File: src/rtl/lss_pkg.sv
package lss_pkg;

  localparam int unsigned DEPTH      = 16;
  localparam int unsigned DATA_WIDTH = 32;
  localparam int unsigned ADDR_W     = (DEPTH > 1) ? $clog2(DEPTH) : 1;
  localparam int unsigned CNT_W      = $clog2(DEPTH + 1);

  localparam int unsigned IN_DATA_W  = 32;
  localparam int unsigned OUT_DATA_W = 32;
  localparam int unsigned OUT_CNT_W  = 5;

  typedef logic [DATA_WIDTH-1:0] word_t;
  typedef logic [ADDR_W-1:0]     addr_t;
  typedef logic [CNT_W-1:0]      cnt_t;

  typedef enum logic [1:0] {
    REQ_PUSH   = 2'd0,
    REQ_POP    = 2'd1,
    REQ_PEEK   = 2'd2,
    REQ_SEARCH = 2'd3
  } req_e;

  typedef enum logic [1:0] {
    ST_OK        = 2'd0,
    ST_UNDERFLOW = 2'd1,
    ST_OVERFLOW  = 2'd2
  } status_e;

  typedef enum logic [1:0] {
    S_IDLE,
    S_TOP,
    S_SCMP,
    S_DONE
  } state_e;

  typedef struct packed {
    logic  we;
    addr_t waddr;
    word_t wdata;
    addr_t raddr;
  } mem_req_t;

endpackage

File: src/rtl/lifo_stack_with_search.sv
// push and refused requests go from the start transfer straight to the done state;
// pop and peek read the top entry in S_TOP; a search steps through S_SCMP from the
// bottom entry up and stops at the first match or the top (at most the entry count)
// busy stays high through the done cycle, so a new request is taken only after done_o
// the search reads one entry per cycle; done_o marks each result for one cycle, no stall
// reset clears the sequencer and the entry count; the store contents are not reset
module lifo_stack_with_search (
  input  logic        clk_i,
  input  logic        rst_ni,
  input  logic        start,
  output logic        busy,
  input  logic [1:0]  req_type_i,
  input  logic [31:0] data_in_i,
  output logic        done_o,
  output logic [31:0] data_out_o,
  output logic        found_o,
  output logic [4:0]  count_o,
  output logic        empty_res_o,
  output logic [1:0]  status_o
);

  lss_pkg::state_e  state_q, state_d;
  lss_pkg::req_e    req_q, req_d;
  lss_pkg::word_t   key_q, key_d;
  lss_pkg::word_t   data_q, data_d;
  lss_pkg::addr_t   idx_q, idx_d;
  lss_pkg::cnt_t    cnt_q, cnt_d;
  lss_pkg::status_e status_q, status_d;
  logic             found_q, found_d;

  lss_pkg::mem_req_t mem_req;
  lss_pkg::word_t    rdata;
  lss_pkg::req_e     req_in;
  lss_pkg::word_t    word_in;

  logic accept;
  logic is_empty;
  logic is_full;
  logic hit;
  logic last;

  assign accept   = start && !busy;
  assign req_in   = lss_pkg::req_e'(req_type_i);
  assign word_in  = lss_pkg::word_t'(data_in_i);
  assign is_empty = (cnt_q == '0);
  assign is_full  = (cnt_q == lss_pkg::CNT_W'(lss_pkg::DEPTH));
  assign hit      = (rdata == key_q);
  assign last     = ((lss_pkg::CNT_W'(idx_q) + 1'b1) == cnt_q);

  lss_mem u_mem (
    .clk_i   (clk_i),
    .req_i   (mem_req),
    .rdata_o (rdata)
  );

  // next state
  always_comb begin
    state_d = state_q;
    unique case (state_q)
      lss_pkg::S_IDLE: begin
        if (accept) begin
          unique case (req_in) inside
            lss_pkg::REQ_POP, lss_pkg::REQ_PEEK: begin
              state_d = is_empty ? lss_pkg::S_DONE : lss_pkg::S_TOP;
            end
            lss_pkg::REQ_SEARCH: begin
              state_d = is_empty ? lss_pkg::S_DONE : lss_pkg::S_SCMP;
            end
            default: state_d = lss_pkg::S_DONE;
          endcase
        end
      end
      lss_pkg::S_TOP: state_d = lss_pkg::S_DONE;
      lss_pkg::S_SCMP: begin
        if (hit || last) begin
          state_d = lss_pkg::S_DONE;
        end
      end
      lss_pkg::S_DONE: state_d = lss_pkg::S_IDLE;
      default: state_d = lss_pkg::S_IDLE;
    endcase
  end

  // datapath and store port
  always_comb begin
    req_d         = req_q;
    key_d         = key_q;
    data_d        = data_q;
    idx_d         = idx_q;
    cnt_d         = cnt_q;
    status_d      = status_q;
    found_d       = found_q;
    mem_req.we    = 1'b0;
    mem_req.waddr = lss_pkg::ADDR_W'(cnt_q);
    mem_req.wdata = word_in;
    mem_req.raddr = lss_pkg::ADDR_W'(lss_pkg::CNT_W'(idx_q) + 1'b1);
    unique case (state_q)
      lss_pkg::S_IDLE: begin
        mem_req.raddr = '0;
        if (accept) begin
          req_d    = req_in;
          key_d    = word_in;
          data_d   = '0;
          idx_d    = '0;
          found_d  = 1'b0;
          status_d = lss_pkg::ST_OK;
          unique case (req_in) inside
            lss_pkg::REQ_PUSH: begin
              if (is_full) begin
                status_d = lss_pkg::ST_OVERFLOW;
              end else begin
                mem_req.we = 1'b1;
                cnt_d      = cnt_q + 1'b1;
              end
            end
            lss_pkg::REQ_POP, lss_pkg::REQ_PEEK: begin
              mem_req.raddr = lss_pkg::ADDR_W'(cnt_q - 1'b1);
              if (is_empty) begin
                status_d = lss_pkg::ST_UNDERFLOW;
              end else if (req_in == lss_pkg::REQ_POP) begin
                cnt_d = cnt_q - 1'b1;
              end
            end
            default: ;
          endcase
        end
      end
      lss_pkg::S_TOP: data_d = rdata;
      lss_pkg::S_SCMP: begin
        if (hit) begin
          found_d = 1'b1;
        end else if (!last) begin
          idx_d = lss_pkg::ADDR_W'(lss_pkg::CNT_W'(idx_q) + 1'b1);
        end
      end
      lss_pkg::S_DONE: ;
      default: ;
    endcase
  end

  always_ff @(posedge clk_i or negedge rst_ni) begin
    if (!rst_ni) begin
      state_q <= lss_pkg::S_IDLE;
      cnt_q   <= '0;
    end else begin
      state_q <= state_d;
      cnt_q   <= cnt_d;
    end
  end

  always_ff @(posedge clk_i) begin
    req_q    <= req_d;
    key_q    <= key_d;
    data_q   <= data_d;
    idx_q    <= idx_d;
    status_q <= status_d;
    found_q  <= found_d;
  end

  // outputs
  always_comb begin
    busy        = (state_q != lss_pkg::S_IDLE);
    done_o      = (state_q == lss_pkg::S_DONE);
    data_out_o  = lss_pkg::OUT_DATA_W'(data_q);
    found_o     = found_q && (req_q == lss_pkg::REQ_SEARCH);
    count_o     = lss_pkg::OUT_CNT_W'(cnt_q);
    empty_res_o = is_empty;
    status_o    = status_q;
  end

endmodule

File: src/rtl/lss_mem.sv
module lss_mem (
  input  logic              clk_i,
  input  lss_pkg::mem_req_t req_i,
  output lss_pkg::word_t    rdata_o
);

  lss_pkg::word_t mem_q [lss_pkg::DEPTH];

  always_ff @(posedge clk_i) begin
    if (req_i.we) begin
      mem_q[req_i.waddr] <= req_i.wdata;
    end
  end

  always_ff @(posedge clk_i) begin
    rdata_o <= mem_q[req_i.raddr];
  end

endmodule
File: config.mk
export PLATFORM = sky130hd
export DESIGN_NAME = lifo_stack_with_search
export DESIGN_NICKNAME = d
export VERILOG_FILES = /design/src/rtl/lss_pkg.sv /design/src/rtl/lifo_stack_with_search.sv /design/src/rtl/lss_mem.sv
export SDC_FILE = /design/constraint.sdc
export NUM_CORES = 1
export LEC_CHECK = 0
export BUFFER_PORTS_ARGS = -buffer_cell sky130_fd_sc_hd__buf_2
export CAP_MARGIN = 20
export CORE_MARGIN = 2
export CORE_UTILIZATION = 53
export CTS_CLUSTER_DIAMETER = 50
export CTS_CLUSTER_SIZE = 12
export DETAILED_ROUTE_END_ITERATION = 10
export PLACE_DENSITY = 0.68
export SETUP_SLACK_MARGIN = 0.05
export SLEW_MARGIN = 0
export SYNTH_ARGS = -nofsm -noshare
export SYNTH_HDL_FRONTEND = slang
export SYNTH_SLANG_ARGS = --single-unit
File: constraint.sdc
create_clock -name clk_i -period 10.65 [get_ports clk_i]
set_input_delay 0.5325 -clock clk_i [delete_from_list [all_inputs] [get_ports clk_i]]
set_output_delay 0.5325 -clock clk_i [all_outputs]
set_load 0.02 [all_outputs]
======== Word level (Yosys, flattened, before mapping) ========
Memory sizes are Yosys's and may differ from the RTL's. A register that Yosys moved wholly into a read port is not among the register bits.
Index checks and enable logic that the tools add are counted.
word-level totals
  bits in registers ....................... 80
  output and inout bits ................... 43
  memory bits (writable) .................. 512
  memories kept ........................... 1
  bits of input ports ..................... 37
  logic and storage cells ................. 79
memories
  name         depth  width  rd ports  clocked after memory_dff  write ports  RTL line      text
  u_mem.mem_q  16     32     1         1                         1            lss_mem.sv:7  lss_pkg::word_t mem_q [lss_pkg::DEPTH];
operators by class
  add/subtract/negate cells ............... 3
  reductions and logical operators ........ 18
  equal/unequal tests ..................... 18
  muxes and demuxes ....................... 31
operator list
  operator                                                             count
  32-bit case mux with 2 select lines                                  1
  32-bit == test                                                       1
  32-bit 2-to-1 mux                                                    1
  4-bit 2-to-1 mux                                                     6
  2-bit inequality test (second input constant)                        8
  5-bit 2-to-1 mux                                                     3
  2-bit == test (second input constant)                                5
  1-bit 2-to-1 mux                                                     10
  5-bit case mux with 2 select lines                                   1
  2-bit 2-to-1 mux                                                     4
  2-bit case mux with 2 select lines                                   2
  2-bit case mux with 4 select lines                                   1
  4-bit case mux with 2 select lines                                   1
  2-bit nonzero test                                                   4
  2-bit AND reduction                                                  3
  6-bit AND reduction                                                  1
  4-bit by 1-bit adder with 5-bit output (second input constant)       1
  5-bit by 1-bit adder with 5-bit output (second input constant)       1
  5-bit == test                                                        1
  5-bit == test (second input constant)                                1
  5-bit logical NOT                                                    1
  5-bit by 1-bit subtractor with 5-bit output (second input constant)  1
  2-bit by 1-bit == test with 1-bit output (second input constant)     2
  2-bit logical NOT                                                    2
  7 further kinds                                                      8

======== Depth between registers and ports, before layout ========
Gate-level depths: netlist of the first run.
  depth in word-level cells ............... 7
  gate-level depth with buffers ........... 11
  depth with buffers taken out ............ 8

======== Hierarchy ========
Synthesis of the first run repeated with hierarchy kept, for this count alone.
second synthesis, totals
  cells, all modules ...................... 1,098
  area total of the unflattened synthesis .. 23,527.6 um^2
by module, submodules not included
  module                  cells an instance  seq. area each (um^2)  times used  area an instance (um^2)
  lss_mem                 838                16,015.4               1           19,835.3
  lifo_stack_with_search  260                2,367.3                1           3,692.3

======== Worst setup path before layout of the first run ========
No wires, ideal clock.
  kind .................................... register to register
  from .................................... register state_q[0]
  to ...................................... memory u_mem.mem_q[8][0] (netlist bit), enable pin
  slack ................................... 5.247 ns
  cell stages (with the launch flop) ...... 8
  library setup time ...................... 0.501 ns
  data arrival time ....................... 4.902 ns
  cells stage by stage .................... dfrtp_1 -> inv_1 -> ha_1 -> buf_4 -> nand2_1 -> inv_1 -> nand2_1 -> nor4_1
on the way
  cells in the longest elaborated chain, start to end .. 7
  elaborated cells between the ends (all ways) .. 8
  classes of those cells .................. 4 x mux; 4 x reduce/logical
ends and longest elaborated chain
  item                                      RTL line                       text
  start, declared                           lifo_stack_with_search.sv:22   lss_pkg::state_e state_q, state_d;
  start signal, assigned                    lifo_stack_with_search.sv:143  state_q <= lss_pkg::S_IDLE;
  start signal, assigned                    lifo_stack_with_search.sv:146  state_q <= state_d;
  2-bit nonzero test                        lifo_stack_with_search.sv:162  busy = (state_q != lss_pkg::S_IDLE);
  1-bit logical NOT                         lifo_stack_with_search.sv:42   assign accept = start && !busy;
  1-bit logical AND                         lifo_stack_with_search.sv:42
  1-bit 2-to-1 mux                          lifo_stack_with_search.sv:100  if (accept) begin
  1-bit 2-to-1 mux *                        lifo_stack_with_search.sv:97   unique case (state_q)
  1-bit 2-to-1 mux *                        lss_mem.sv:10                  if (req_i.we) begin
  1-bit 2-to-1 mux (implied by the code) *  lss_mem.sv:11                  mem_q[req_i.waddr] <= req_i.wdata;
  end, declared                             lss_mem.sv:7
Every way passes the cells marked *; elsewhere a longest branch is shown, timed or not.

======== Final worst setup path of the first run ========
  from .................................... register state_q[0]
  to ...................................... register u_mem.rdata_o[29] (read register of u_mem.mem_q)
on the way
  cells in the longest elaborated chain, start to end .. 5
  elaborated cells between the ends (all ways) .. 6
  classes of those cells .................. 2 x mux; 4 x reduce/logical
ends and longest elaborated chain
  item                RTL line                       text
  2-bit nonzero test  lifo_stack_with_search.sv:162
  1-bit logical NOT   lifo_stack_with_search.sv:42
  1-bit logical AND   lifo_stack_with_search.sv:42
  4-bit 2-to-1 mux    lifo_stack_with_search.sv:100
  4-bit 2-to-1 mux *  lifo_stack_with_search.sv:97
  end, declared       lss_mem.sv:4                   output lss_pkg::word_t rdata_o
Marks and branches as above.
A chain may end at the register's enable or synchronous reset.

==> flow_summary.toml, run 1 <==
[run_status]
status = "finished, final reports clean"

[cells_and_area]
syn_to_final_growth_pct = 11.0
antenna_cells = 0
seqCellArea_sq_um = 18400
nets = 1715
fill_cells = 3514
layout.cells.non_filler = 2318
drive_above_1_share_pct = 13.6
multi_input_area_sq_um = 5770

[clock_tree]
path_clk_slew_ns = 0.06
cts_resized = 0
cts_buffer_depth = 3
htree_levels = 2
cts_setup_buffers = 0
cts_tree = "built"
worstSkewPairLatency_ns = 0.63
clkSinkCount = 624
root_buffer = "clkbuf_16"
cts_buffers = 60

[sta]
min_period_ns = 4.40
fin_skew_ns = 0.0265
finalSetupViolCount = 0
hold_viol_final = 0
worstMarginPinSlew_ns = 1.11
finalCritPeriodShare_pct = 41.3
rsz0062_at_grt = "false"
finalMaxSlewViolations = 0
maxSlewHeadroom_pct = 26.3
max_freq_mhz = 227
setup_tns_ns = 0

[floorplan]
die_height_microns = 220
core_sq_um = 46300
fp-row-count = 79
dieArea_sq_um = 48300
start_util_pct = 53.4
io_pins = 80
die_w_microns = 220

[setup_path]
cp-end-kind = "register"
critPathKind = "reg -> reg"
cp.required_ns = 11.21
arrival_ns = 4.96
path_max_fanout = 72
start_kind = "register"

[placed_design]
gp_congestion = 0.760
post-dp-hpwl_microns = 28000
dp_cells = 2205
port_buffers = 79

[power]
switching_share_pct = 38.1
p_leak_nw = 9.17
p_sw_w = 0.00322
pwr_density_cell_nw_per_um2 = 308
irDropWorstVdd_mv = 0.382
pwr-share-clk_pct = 23.4
p_seq_share_pct = 36.1
pwr-share-comb_pct = 40.4
p_int_w = 0.00523

[drt]
via_per_inst = 6.01
vias = 13900
drt_iter0_markers = 1552
ant_nets = 0
post_drt_wl_per_cell_microns = 24.2
routed_wl_microns = 56000
dr.pass1.iters = 5
drc = 0

[global_routing]
grt_antenna_before_repair = 2
grt_pass1_vias = 13600
grt_start_max_net_pins = 104
grt-ovfl-total = 0
grt_pass1_wl_microns = 83600
grt_usage_pct = 23.5

[yosys]
syn_area_per_cell_sq_um = 15.4
synth_area_sq_um = 24700
syn_nets = 1656
ys.warnings.count = 0
yosysSeqAreaShare_pct = 74.4
synth-edff-count = 585
ys_seq_elements = 624
ys_types = 45
ys_async_sr_fraction_pct = 1.12
synthFlopType = "edfxtp_1"
synth_cells = 1604

[flow_run]
cap_violations = 0

[worst_hold_path]
min_path_type = "in -> reg"
==> per-layer routing <==
layer / vias up / part of all wire (%) / global-route usage, %
li1: 6333 / - / -
met1: 7016 / 43 / 34.0
met2: 490 / 48 / 37.4
met3: 80 / 7.2 / 3.59
met4: 4 / 2.0 / 6.98
met5: - / 0.037 / 0
==> worst paths after layout <==
kind | end | slack [ns] | cells after the start | start
min reg2reg | data_out_o[8] | 0.55 | 1 | u_mem.rdata_o[8]
max in group asynchronous | count_o[4] | 10.19 | 2 | rst_ni
min | req_q[0] | 0.13 | 1 | req_type_i[0]
max | u_mem.rdata_o[29] | 6.25 | 10 | state_q[0]
max reg2reg | u_mem.rdata_o[29] | 6.25 | 10 | state_q[0]
min in group asynchronous | state_q[1] | 0.28 | 2 | rst_ni
==> sequential cells by signal, summed over array words and instances (netlist names), 4 cells and up <==
register	flops
u_mem.mem_q	512
count_o	5
data_out_o	32
idx_q	4
key_q	32
u_mem.rdata_o	32
==> kinds of logic after synthesis <==
kind of cell             synth area share (%)
flip-flops                               74.4
AO/OA/AOI/OAI                            10.7
AND/OR/NAND/NOR                          6.94
buffers and inverters                    2.78
multiplexers                             2.73
XOR/XNOR                                 1.70
adder cells (fa/ha/maj)                 0.760
==> layout by cell type (no fill, tap or decap), types with 62 or more instances in the layout <==
cell type  instances
edfxtp_1         585
nand2_1          205
a21oi_1          134
buf_2             79
a211oi_1          71
mux2i_1           65
and3_1            65
a22oi_1           64
a311oi_1          64
clkbuf_16         62
==> through the flow <==
stage	area, sq um	total power [W]	setup WS [ns]	utilization (%)	hold slack [ns]
2_1_floorplan	24700	0.00576	5.25	-	0.237
3_3_place_gp	25600	0.00643	6.23	55.2	0.379
3_5_place_dp	25600	0.00649	6.19	55.2	0.378
4_1_cts	27400	0.00847	6.27	59.2	0.102
5_1_grt	27400	0.00893	6.02	59.3	0.118
6_report	27400	0.00845	6.25	59.3	0.127
==> critical path, cell delays in order, from the launching register on <==
cell and delay [ns]:
dfrtp_1 0.42, inv_1 0.13, ha_1 0.57, nand2b_2 0.24, buf_4 0.62, and2_4 0.87
buf_4 0.68, nand2_1 0.14, a311oi_1 0.35, a21oi_1 0.07, a21oi_1 0.16
==> cell type report <==
class                   instances  share of cell area, %
flip-flops and latches        624                   67.1
multi-input cells             857                   21.1
clock buffers                 104                   6.27
well taps                     607                   2.77
repair buffers                109                   2.39
clock inverters                 6                  0.306
inverters                      11                  0.151
==> power by group through the flow <==
| stage | combinational [W] | clock, W | sequential (W) |
|---|---|---|---|
| after detailed placement | 0.00337 | 0 | 0.00311 |
| after floorplan | 0.00262 | 0 | 0.00314 |
| after global placement | 0.00332 | 0 | 0.00311 |
| after CTS | 0.00339 | 0.00201 | 0.00306 |
| final | 0.00342 | 0.00198 | 0.00305 |
| after global routing | 0.00375 | 0.00211 | 0.00307 |
==> timing repair <==
action / 4_1_cts / 5_1_grt
setup endpoints to repair: 0 / 0
hold buffers: 1 / 0
endpoints found under the hold margin: 7 / 0
==> cell usage after synthesis, types with 7 or more instances <==
library cell	n	area [sq um]
nand2_1	205	769
dfxtp_1	32	641
a311oi_1	64	561
clkbuf_1	21	78.8
a22oi_1	64	480
mux2i_1	65	651
and2_1	33	206
nand4_1	8	50.1
and3_1	66	413
inv_1	10	37.5
a211oi_1	71	533
ha_1	15	188
a21oi_1	134	671
xnor2_1	40	350
buf_6	13	146
a211oi_2	25	313
dfrtp_1	7	175
nor2_1	22	82.6
buf_2	64	320
edfxtp_1	585	17600
buf_4	12	90.1
Note: power is estimated with default switching activity, not from simulation.
==> run 2, diff against run 1 <==
--- a/config.mk
+++ b/config.mk
@@ -12,7 +12,7 @@
 export CTS_CLUSTER_DIAMETER = 50
 export CTS_CLUSTER_SIZE = 12
 export DETAILED_ROUTE_END_ITERATION = 10
-export PLACE_DENSITY = 0.68
+export PLACE_DENSITY = 0.7
 export SETUP_SLACK_MARGIN = 0.05
 export SLEW_MARGIN = 0
 export SYNTH_ARGS = -nofsm -noshare
==> constraint.sdc (replaced) <==
create_clock -name clk_i -period 3.8 [get_ports clk_i]
set_input_delay 0.19 -clock clk_i [delete_from_list [all_inputs] [get_ports clk_i]]
set_output_delay 0.19 -clock clk_i [all_outputs]
set_load 0.02 [all_outputs]
==> flow_summary.toml, run 2 (synthesis results as in run 1) <==
[power]
p_int_w = 0.0154
p_sw_w = 0.00949
p_leak_nw = 9.52
pwr-share-clk_pct = 24.3
pwr-share-comb_pct = 41.1
pwr_density_cell_nw_per_um2 = 881
p_seq_share_pct = 34.6
irDropWorstVdd_mv = 0.791
switching_share_pct = 38.2

[worst_hold_path]
hold_end = "u_mem.mem_q[14][15]"
worstHoldStart = "data_in_i[15]"
min_path_type = "in -> reg"
min_path_cells = 1

[sta]
setup_tns_ns = 0
min_period_ns = 3.10
finalCritPeriodShare_pct = 81.6
fin_skew_ns = 0.0219
finalMaxSlewViolations = 0
worstMarginPinSlew_ns = 0.926
hold_viol_final = 0
rsz0062_at_grt = "false"
max_freq_mhz = 322
maxSlewHeadroom_pct = 38.2
finalSetupViolCount = 0

[floorplan]
start_util_pct = 53.4
dieArea_sq_um = 48300
fp-row-count = 79
io_pins = 80
core_sq_um = 46300
die_height_microns = 220
die_w_microns = 220

[global_routing]
grt_usage_pct = 24.5
grt_pass1_wl_microns = 87500
grt_pass1_vias = 14200
grt-ovfl-total = 0
grt_antenna_before_repair = 1
grt_start_max_net_pins = 81

[drt]
dr.pass1.iters = 7
routed_wl_microns = 58200
post_drt_wl_per_cell_microns = 24.6
drc = 0
drt_iter0_markers = 1748
vias = 14400
via_per_inst = 6.08
ant_nets = 0

[setup_path]
ff2ff_path_depth = 9
path_max_fanout = 48
cp-end-kind = "register"
worst-r2r-setup-slack_ns = 0.70
cp.required_ns = 4.29
arrival_ns = 3.59
critPathKind = "reg -> reg"
start_kind = "register"
r2r_end = "u_mem.rdata_o[16]"
r2r-start = "state_q[0]"

[placed_design]
place_area_sq_um = 25900
port_buffers = 79
dp_cells = 2227
gp_congestion = 0.818
post-dp-hpwl_microns = 31500

[cells_and_area]
nets = 1765
final_cell_mix = "585 x edfxtp_1, 205 x nand2_1, 134 x a21oi_1, 79 x buf_2, 71 x a211oi_1"
drive_above_1_share_pct = 15.1
multi_input_area_sq_um = 5800
syn_to_final_growth_pct = 14.1
final_common_cell = "edfxtp_1"
fill_cells = 3389
layout.cells.non_filler = 2361
seqCellArea_sq_um = 18400
post-route-cell-area_sq_um = 28200
largest-register = "u_mem.mem_q"
largest_reg_flops = 512

[clock_tree]
clkSinkCount = 624
cts_buffers = 66
root_buffer = "clkbuf_16"
cts_tree = "built"
htree_levels = 3
worstSkewPairLatency_ns = 0.57
cts_setup_buffers = 0
cts_buffer_depth = 3
path_clk_slew_ns = 0.06

[flow_run]
cap_violations = 0

[run_status]
status = "finished, final reports clean"
==> run 2: stage by stage <==
step           power [W]  hold WS, ns  setup slack [ns]  util [%]
2_1_floorplan     0.0162       -0.106            -0.260         -
3_3_place_gp      0.0187       0.0457             0.815      56.1
3_5_place_dp      0.0189       0.0456             0.754      56.1
4_1_cts           0.0249      0.00208             0.733      60.9
5_1_grt           0.0262       0.0189             0.569      60.9
6_report          0.0248       0.0209             0.699      60.9
==> run 2: final cells by class <==
| cell class | count | area share (%) |
|---|---|---|
| Inverter | 11 | 0.146 |
| Timing Repair Buffer | 153 | 4.31 |
| Sequential cell | 624 | 65.2 |
| Multi-Input combinational cell | 857 | 20.6 |
| Tap cell | 607 | 2.69 |
| Clock inverter | 11 | 0.471 |
| Antenna cell | 1 | 0.00888 |
| Clock buffer | 97 | 6.57 |
==> run 2: worst max path at each step <==
stage | from | endpoint | slack, ns | depth (start not counted)
after global placement | state_q[0] | u_mem.mem_q[2][15] | 0.82 | 9
after detailed placement | state_q[0] | u_mem.mem_q[2][13] | 0.75 | 9
final | state_q[0] | u_mem.rdata_o[16] | 0.70 | 9
after global routing | state_q[0] | u_mem.mem_q[2][14] | 0.57 | 9
after floorplan | state_q[0] | u_mem.mem_q[7][0] | -0.26 | 9
after CTS | state_q[0] | u_mem.mem_q[2][14] | 0.73 | 9
==> run 2: what timing repair did <==
action | CTS | global route
hold endpoints to repair | 288 | 0
hold buffers | 25 | 0
gates resized for setup | 0 | 0
==> run 2: layer usage <==
metal	up-vias	global-route usage [%]	wire length (microns)
li1	6420	-	-
met1	7290	33.8	24100
met2	537	39.8	28400
met3	110	4.07	4040
met4	0	8.61	1610
met5	-	0	0
==> run 2: power groups by stage <==
stage | Sequential, W | Combinational, W | Clock [W]
floorplan | 0.00880 | 0.00736 | 0
global placement | 0.00873 | 0.00993 | 0
detailed placement | 0.00874 | 0.0101 | 0
CTS | 0.00860 | 0.0102 | 0.00612
global route | 0.00864 | 0.0111 | 0.00640
finish | 0.00860 | 0.0102 | 0.00603
==> run 2: worst max-delay path: stages, from the launching register on <==
cell and delay [ns]:
dfrtp_1 0.41, inv_1 0.12, ha_1 0.55, nand2b_2 0.35, and2_4 0.44, buf_12 0.32
nand2_1 0.11, a311oi_1 0.43, a211oi_1 0.09, a21oi_1 0.14
